### config.mk
export PLATFORM = sky130hd
export DESIGN_NAME = treble_shelf_filter
export DESIGN_NICKNAME = d
export VERILOG_FILES = /design/src/design/tsf_pkg.sv /design/src/design/tsf_dp.sv /design/src/design/tsf_ctrl.sv /design/src/design/treble_shelf_filter.sv
export SDC_FILE = /design/constraint.sdc
export NUM_CORES = 2
export LEC_CHECK = 0
export CAP_MARGIN = 20
export CORE_UTILIZATION = 40
export CTS_CLUSTER_DIAMETER = 150
export DETAILED_ROUTE_END_ITERATION = 10
export DONT_BUFFER_PORTS = 1
export PLACE_DENSITY_LB_ADDON = 0.05
export SYNTH_ARGS = -nofsm -noshare
export SYNTH_HDL_FRONTEND = slang
export SYNTH_SLANG_ARGS = --single-unit
### constraint.sdc
create_clock -name clk -period 17.67 [get_ports clk]
set_clock_uncertainty 0.15 [all_clocks]
set_input_delay 0.8835 -clock clk [delete_from_list [all_inputs] [get_ports clk]]
set_output_delay 0.8835 -clock clk [all_outputs]
set_load 0.02 [all_outputs]
### src/design/tsf_pkg.sv
// shared types and constants for the treble shelf filter
package tsf_pkg;

  localparam int MAX_CHANNELS = 8;
  localparam int CH_W         = 3;
  localparam int SAMPLE_W     = 16;
  localparam int GAIN_W       = 16;
  localparam int MEM_W        = 24;
  localparam int CFG_IDX_W    = 2;
  localparam int CFG_DATA_W   = 16;

  localparam logic [16:0]       ALPHA_Q15  = 17'd4915;
  localparam logic [GAIN_W-1:0] UNITY_Q14  = 16'd16384;
  localparam logic [GAIN_W-1:0] RAMP_RESET = 16'd16;

  localparam logic [CFG_IDX_W-1:0] REG_GAIN_TARGET = 2'd0;
  localparam logic [CFG_IDX_W-1:0] REG_RAMP_STEP   = 2'd1;
  localparam logic [CFG_IDX_W-1:0] REG_NEAR_UNITY  = 2'd2;

  typedef struct packed {
    logic signed [SAMPLE_W-1:0] sample_in;
    logic [CH_W-1:0]            channel;
  } item_t;

  typedef struct packed {
    logic signed [SAMPLE_W-1:0] sample_out;
    logic                       ramping;
  } result_t;

  typedef struct packed {
    logic load;      // capture request, read channel memory
    logic mul_en;    // register a product
    logic mul_high;  // 0: diff * alpha, 1: high * gain
    logic do_low;    // update lowpass memory and gain
    logic do_out;    // load the output register
  } cmd_t;

  typedef struct packed {
    logic bypass;    // request passes through untouched
  } status_t;

endpackage

### src/design/tsf_dp.sv
// datapath: config registers, channel memory, shared multiplier, output register
module tsf_dp (
  input  logic                            clk,
  input  logic                            rst,
  input  logic                            cfg_we,
  input  logic [tsf_pkg::CFG_IDX_W-1:0]   cfg_index,
  input  logic [tsf_pkg::CFG_DATA_W-1:0]  cfg_data,
  input  tsf_pkg::item_t                  item,
  input  tsf_pkg::cmd_t                   cmd,
  output tsf_pkg::status_t                status,
  output tsf_pkg::result_t                result
);

  logic [tsf_pkg::GAIN_W-1:0] gain_target;
  logic [tsf_pkg::GAIN_W-1:0] ramp_step;
  logic                       near_unity;
  logic [tsf_pkg::GAIN_W-1:0] gain_now;
  logic [tsf_pkg::GAIN_W-1:0] gain_next;

  logic signed [tsf_pkg::MEM_W-1:0] mem [tsf_pkg::MAX_CHANNELS];

  logic signed [tsf_pkg::SAMPLE_W-1:0] x_r;
  logic [tsf_pkg::CH_W-1:0]            ch_r;
  logic signed [tsf_pkg::MEM_W-1:0]    mem_cur;
  logic                                byp_r;
  logic signed [tsf_pkg::MEM_W-1:0]    low_r;
  logic signed [24:0]                  high_r;
  logic signed [41:0]                  prod_r;

  logic signed [24:0] xq;
  logic signed [24:0] diff;
  logic signed [24:0] mul_a;
  logic signed [16:0] mul_b;
  logic signed [41:0] prod;
  logic signed [41:0] rnd;
  logic signed [41:0] shifted;
  logic signed [26:0] low_full;
  logic signed [tsf_pkg::MEM_W-1:0] low_sat;
  logic signed [24:0] high;
  logic signed [42:0] total;
  logic signed [42:0] total_rnd;
  logic signed [42:0] quot;
  logic signed [tsf_pkg::SAMPLE_W-1:0] y_sat;
  logic [16:0] gain_up;
  logic [tsf_pkg::GAIN_W-1:0] gain_gap;

  // passthrough when channel is out of range or gain settled on target with near_unity set
  always_comb begin
    status.bypass = ({1'b0, item.channel} >= (tsf_pkg::CH_W + 1)'(tsf_pkg::MAX_CHANNELS)) ||
                    ((gain_now == gain_target) && near_unity);
  end

  // shared multiplier
  always_comb begin
    xq    = {x_r[15], x_r, 8'b0};
    diff  = xq - {mem_cur[23], mem_cur};
    mul_a = cmd.mul_high ? high_r : diff;
    mul_b = cmd.mul_high ? $signed({1'b0, gain_now}) : $signed(tsf_pkg::ALPHA_Q15);
    prod  = mul_a * mul_b;
  end

  // lowpass update, round half up then saturate to memory width
  always_comb begin
    rnd      = prod_r + 42'sd16384;
    shifted  = rnd >>> 15;
    low_full = shifted[26:0] + {{3{mem_cur[23]}}, mem_cur};
    if (low_full > 27'sd8388607) begin
      low_sat = 24'sh7FFFFF;
    end else if (low_full < -27'sd8388608) begin
      low_sat = 24'sh800000;
    end else begin
      low_sat = low_full[23:0];
    end
    high = xq - {low_sat[23], low_sat};
  end

  // gain steps toward target, stopping on it
  always_comb begin
    gain_up   = {1'b0, gain_now} + {1'b0, ramp_step};
    gain_gap  = gain_now - gain_target;
    gain_next = gain_now;
    if (gain_now < gain_target) begin
      gain_next = (gain_up > {1'b0, gain_target}) ? gain_target : gain_up[15:0];
    end else if (gain_now > gain_target) begin
      gain_next = (gain_gap <= ramp_step) ? gain_target : gain_now - ramp_step;
    end
  end

  // output: low * unity + high * gain, truncate toward zero, saturate
  always_comb begin
    total     = (43'(low_r) <<< 14) + 43'(prod_r);
    total_rnd = total[42] ? total + 43'sd4194303 : total;
    quot      = total_rnd >>> 22;
    if (quot > 43'sd32767) begin
      y_sat = 16'sh7FFF;
    end else if (quot < -43'sd32768) begin
      y_sat = 16'sh8000;
    end else begin
      y_sat = quot[15:0];
    end
  end

  always_ff @(posedge clk) begin
    if (rst) begin
      gain_target <= tsf_pkg::UNITY_Q14;
      ramp_step   <= tsf_pkg::RAMP_RESET;
      near_unity  <= 1'b1;
      gain_now    <= tsf_pkg::UNITY_Q14;
      for (int i = 0; i < tsf_pkg::MAX_CHANNELS; i++) begin
        mem[i] <= '0;
      end
    end else begin
      if (cfg_we) begin
        case (cfg_index)
          tsf_pkg::REG_GAIN_TARGET: gain_target <= cfg_data;
          tsf_pkg::REG_RAMP_STEP:   ramp_step   <= cfg_data;
          tsf_pkg::REG_NEAR_UNITY:  near_unity  <= cfg_data[0];
          default: ;
        endcase
      end
      if (cmd.do_low) begin
        mem[ch_r] <= low_sat;
        gain_now  <= gain_next;
      end
    end
  end

  always_ff @(posedge clk) begin
    if (cmd.load) begin
      x_r     <= item.sample_in;
      ch_r    <= item.channel;
      mem_cur <= mem[item.channel];
      byp_r   <= status.bypass;
    end
    if (cmd.mul_en) begin
      prod_r <= prod;
    end
    if (cmd.do_low) begin
      low_r  <= low_sat;
      high_r <= high;
    end
    if (cmd.do_out) begin
      result.sample_out <= byp_r ? x_r : y_sat;
      result.ramping    <= (gain_now != gain_target);
    end
  end

endmodule

### src/design/tsf_ctrl.sv
// controller: sequences one request through the shared multiplier
module tsf_ctrl (
  input  logic              clk,
  input  logic              rst,
  input  logic              item_valid,
  output logic              item_ready,
  output logic              result_valid,
  input  logic              result_ready,
  input  tsf_pkg::status_t  status,
  output tsf_pkg::cmd_t     cmd
);

  typedef enum logic [2:0] {
    IDLE,
    MUL_ALPHA,
    LOW,
    MUL_GAIN,
    DONE
  } state_t;

  state_t state;
  logic   out_free;
  logic   accept;

  assign out_free   = !result_valid || result_ready;
  assign item_ready = (state == IDLE);
  assign accept     = item_valid && item_ready;

  always_comb begin
    cmd          = '0;
    cmd.load     = accept;
    cmd.mul_en   = (state == MUL_ALPHA) || (state == MUL_GAIN);
    cmd.mul_high = (state == MUL_GAIN);
    cmd.do_low   = (state == LOW);
    cmd.do_out   = (state == DONE) && out_free;
  end

  always_ff @(posedge clk) begin
    if (rst) begin
      state        <= IDLE;
      result_valid <= 1'b0;
    end else begin
      if (cmd.do_out) begin
        result_valid <= 1'b1;
      end else if (result_ready) begin
        result_valid <= 1'b0;
      end
      case (state)
        IDLE: begin
          if (accept) begin
            state <= status.bypass ? DONE : MUL_ALPHA;
          end
        end
        MUL_ALPHA: state <= LOW;
        LOW:       state <= MUL_GAIN;
        MUL_GAIN:  state <= DONE;
        DONE: begin
          if (out_free) begin
            state <= IDLE;
          end
        end
        default:   state <= IDLE;
      endcase
    end
  end

endmodule

### src/design/treble_shelf_filter.sv
// top level of the treble shelf filter
// First-order high-shelf filter for interleaved audio: each request carries a
// signed 16-bit sample and its channel; the block keeps a one-pole lowpass
// state per channel and one shared gain that ramps toward gain_target by
// ramp_step per filtered sample. A filtered request runs accept, alpha
// multiply, lowpass and gain update, gain multiply, output load in order, so
// the single 25x17 multiplier serves both products; a passthrough request
// goes from accept straight to output load. The next request is accepted the
// cycle after the result enters the output register, even while that result
// waits to be taken. The user must write registers via cfg_we, cfg_index,
// cfg_data only while idle, which is not enforced; index 3 is ignored.
module treble_shelf_filter (
  input  logic                            clk,
  input  logic                            rst,
  input  logic                            cfg_we,
  input  logic [tsf_pkg::CFG_IDX_W-1:0]   cfg_index,
  input  logic [tsf_pkg::CFG_DATA_W-1:0]  cfg_data,
  input  logic                            item_valid,
  output logic                            item_ready,
  input  tsf_pkg::item_t                  item,
  output logic                            result_valid,
  input  logic                            result_ready,
  output tsf_pkg::result_t                result
);

  tsf_pkg::cmd_t    cmd;
  tsf_pkg::status_t status;

  tsf_ctrl u_ctrl (
    .clk          (clk),
    .rst          (rst),
    .item_valid   (item_valid),
    .item_ready   (item_ready),
    .result_valid (result_valid),
    .result_ready (result_ready),
    .status       (status),
    .cmd          (cmd)
  );

  tsf_dp u_dp (
    .clk       (clk),
    .rst       (rst),
    .cfg_we    (cfg_we),
    .cfg_index (cfg_index),
    .cfg_data  (cfg_data),
    .item      (item),
    .cmd       (cmd),
    .status    (status),
    .result    (result)
  );

endmodule

==> flow_summary.ini <==
[status]
outcome = finished, final reports clean

[clocking]
clock_latency_ns = 0.68
numClockSinks = 396
htreeDepth = 2
ctsHoldBuffers = 0
cts.repair.resized = 0
root_buffer = clkbuf_16
cts_tree = built
cts_setup_buffers = 0
clkTransAtPathRegs_ns = 0.06
cts_made_buffers = 50
clockBufferDepth = 3

[logic_synthesis]
synthTopCellsByArea = edfxtp_1, fa_1, ha_1, inv_1, nand2_1
syn_area_sq_um = 38820
avgSynthCellArea_sq_um = 9.661
ys_ff_latch = 396
synthTopCellsByCount = inv_1, fa_1, nand2_1, nor2_1, edfxtp_1
synth.most_common_cell = inv_1
synth_edf_count = 343
synthFlopType = edfxtp_1
synthDistinctLibCells = 88
ys_warn_count = 0
synth_async_sr_flop_share = 0
syn-num-nets = 4721
synth_top_area_cell = edfxtp_1
synth-seq-area-share = 0.2927
postSynthCellCount = 4018
synth_top_area_share = 0.2654

[sta]
rsz0062_at_grt = false
fin_crit_ns = 10.08
timing.final.max_slew_violations = 0
finalCritPeriodShare = 0.5706
worstMarginPinSlew_ns = 1.107
fmax_mhz = 99.19
tns_ns = 0
relSlewSlack = 0.2557
setup_violations = 0
hold_violations = 0
fin_ws_ns = 7.588

[floorplanning]
coreArea_sq_um = 95580
die_w_microns = 313.5
start_util = 0.4061
num_rows = 113
die_height_microns = 313.5
io_pins = 61
die_area_sq_um = 98290

[drt]
wl_microns = 125300
vias_per_cell = 5.479
wl_per_cell_microns = 23.70
first_pass_iters = 5
vias = 28980
drc = 0
ant_nets = 0
drtIter0Drc = 2009

[global_routing]
busiest_layer = met2
grt_usage = 0.2591
grt_use_met1 = 0.3547
met3_usage = 0.02645
grt_pass1_wl_microns = 190000
grt_use_met2 = 0.4377
grt_antenna_before_repair = 11
grt_pass1_vias = 29859
overflow = 0
grt_max_degree = 90

[job]
maxCapViolations = 0

[finish]
regArea_sq_um = 11360
finalNetCount = 4685
fill_cells = 9481
synthToLayoutAreaGrowth_pct = 8.213
multi_input_area_sq_um = 24550
drive_gt1_frac = 0.07036

[placed_design]
hpwlAfterDp_microns = 95500
gp_congestion = 0.9058
place_ws_ns = 7.597
port_buffers = 0

[critical_path]
slowest_delay_ns = 0.62
crit_type = reg2reg
crit_slowest_cell = o21ai_0
critPathArrivalTime_ns = 10.36
endpoint_kind = flip-flop
required_ns = 17.95
cp-start-kind = flip-flop
crit_top_cell = fa_1
cp_max_fo = 7

[hold_path]
hp-class = in2reg
[cell type report]
type / instances / area share
Tap cell: 1265 / 0.03768
Timing Repair Buffer: 80 / 0.01430
Sequential cell: 396 / 0.2705
Antenna cell: 2 / 0.0001192
Multi-Input combinational cell: 2848 / 0.5845
Clock inverter: 33 / 0.008162
Inverter: 606 / 0.05415
Clock buffer: 59 / 0.03059
[logic make-up after synthesis]
group                      after synthesis  share of synthesized area
and+or+nand+nor                       1242                     0.1504
buffers and inverters                  774                    0.07578
AOI/OAI and AO/OA                      674                     0.1125
adders and majority gates              666                     0.2898
DFF                                    396                     0.2927
xor gates and xnor gates               186                    0.04197
muxes                                   80                    0.03691
[metrics by stage]
stage	instance area [sq um]	hold slack [ns]	std cells	utilization
after floorplan	38820	0.2987	4018	-
after global placement	40360	0.2901	5193	0.4222
after detailed placement	40360	0.2915	5193	0.4222
after CTS	41980	0.08120	5285	0.4393
after global routing	42000	0.1104	5288	0.4395
final	42000	0.1262	5289	0.4395
[final timing paths]
path / start / endpoint / slack (ns) / cells past startpoint
max: u_dp.mem_cur[4] / u_dp.prod_r[39] / 7.59 / 31
min: rst / u_ctrl.state[2] / 0.13 / 1
max reg2reg: u_dp.mem_cur[4] / u_dp.prod_r[39] / 7.59 / 31
min reg2reg: u_dp.gain_now[4] / u_dp.gain_now[4] / 0.30 / 2
[layout by cell type, fill, tap and decap left out, types with 12 or more instances in the layout]
| cell | instances |
|---|---|
| xor2_1 | 60 |
| a211oi_1 | 26 |
| nand2b_1 | 38 |
| nor4_1 | 19 |
| nor2b_1 | 36 |
| clkbuf_16 | 50 |
| dfxtp_1 | 53 |
| fa_1 | 390 |
| a31o_2 | 17 |
| nand4_1 | 34 |
| and2_1 | 23 |
| nor2_1 | 378 |
| buf_4 | 80 |
| a21oi_1 | 238 |
| clkinv_1 | 12 |
| o21a_1 | 32 |
| ha_1 | 271 |
| o21bai_1 | 18 |
| mux2_2 | 25 |
| nor3_1 | 49 |
| a31oi_1 | 45 |
| and3_1 | 151 |
| o21ai_0 | 96 |
| nand2_1 | 383 |
| o211ai_1 | 17 |
| or3_1 | 18 |
| nand3_1 | 50 |
| a21o_1 | 64 |
| a211o_1 | 12 |
| mux4_2 | 48 |
| inv_1 | 602 |
| xnor2_1 | 126 |
| edfxtp_1 | 343 |
[per-layer routing]
layer  share of wire  up-vias
li1                -    13511
met1            0.45    14640
met2            0.48      697
met3           0.044      130
met4           0.024        2
met5         0.00016        -
[registers in the layout, summed over array words and instances, names as in the netlist, 3 cells and up]
signal	cells
u_dp.high_r	25
u_dp.mem	192
u_dp.ch_r	3
u_dp.gain_now	16
u_dp.x_r	16
u_dp.mem_cur	24
u_dp.result	17
u_dp.low_r	23
u_ctrl.state	3
u_dp.gain_target	16
u_dp.prod_r	42
u_dp.ramp_step	16
[critical path: cells and delay by family (launching register included)]
| family | cells | cell delay [ns] |
|---|---|---|
| simple gates | 4 | 1.38 |
| buf+inv | 4 | 0.24 |
| flops | 1 | 0.47 |
| compound gates | 15 | 4.26 |
| xor+xnor | 1 | 0.14 |
| fa+ha+maj | 7 | 3.28 |
Power is not shown: default switching activity piles up to over one toggle a cycle in this logic, so the estimate is an artifact.
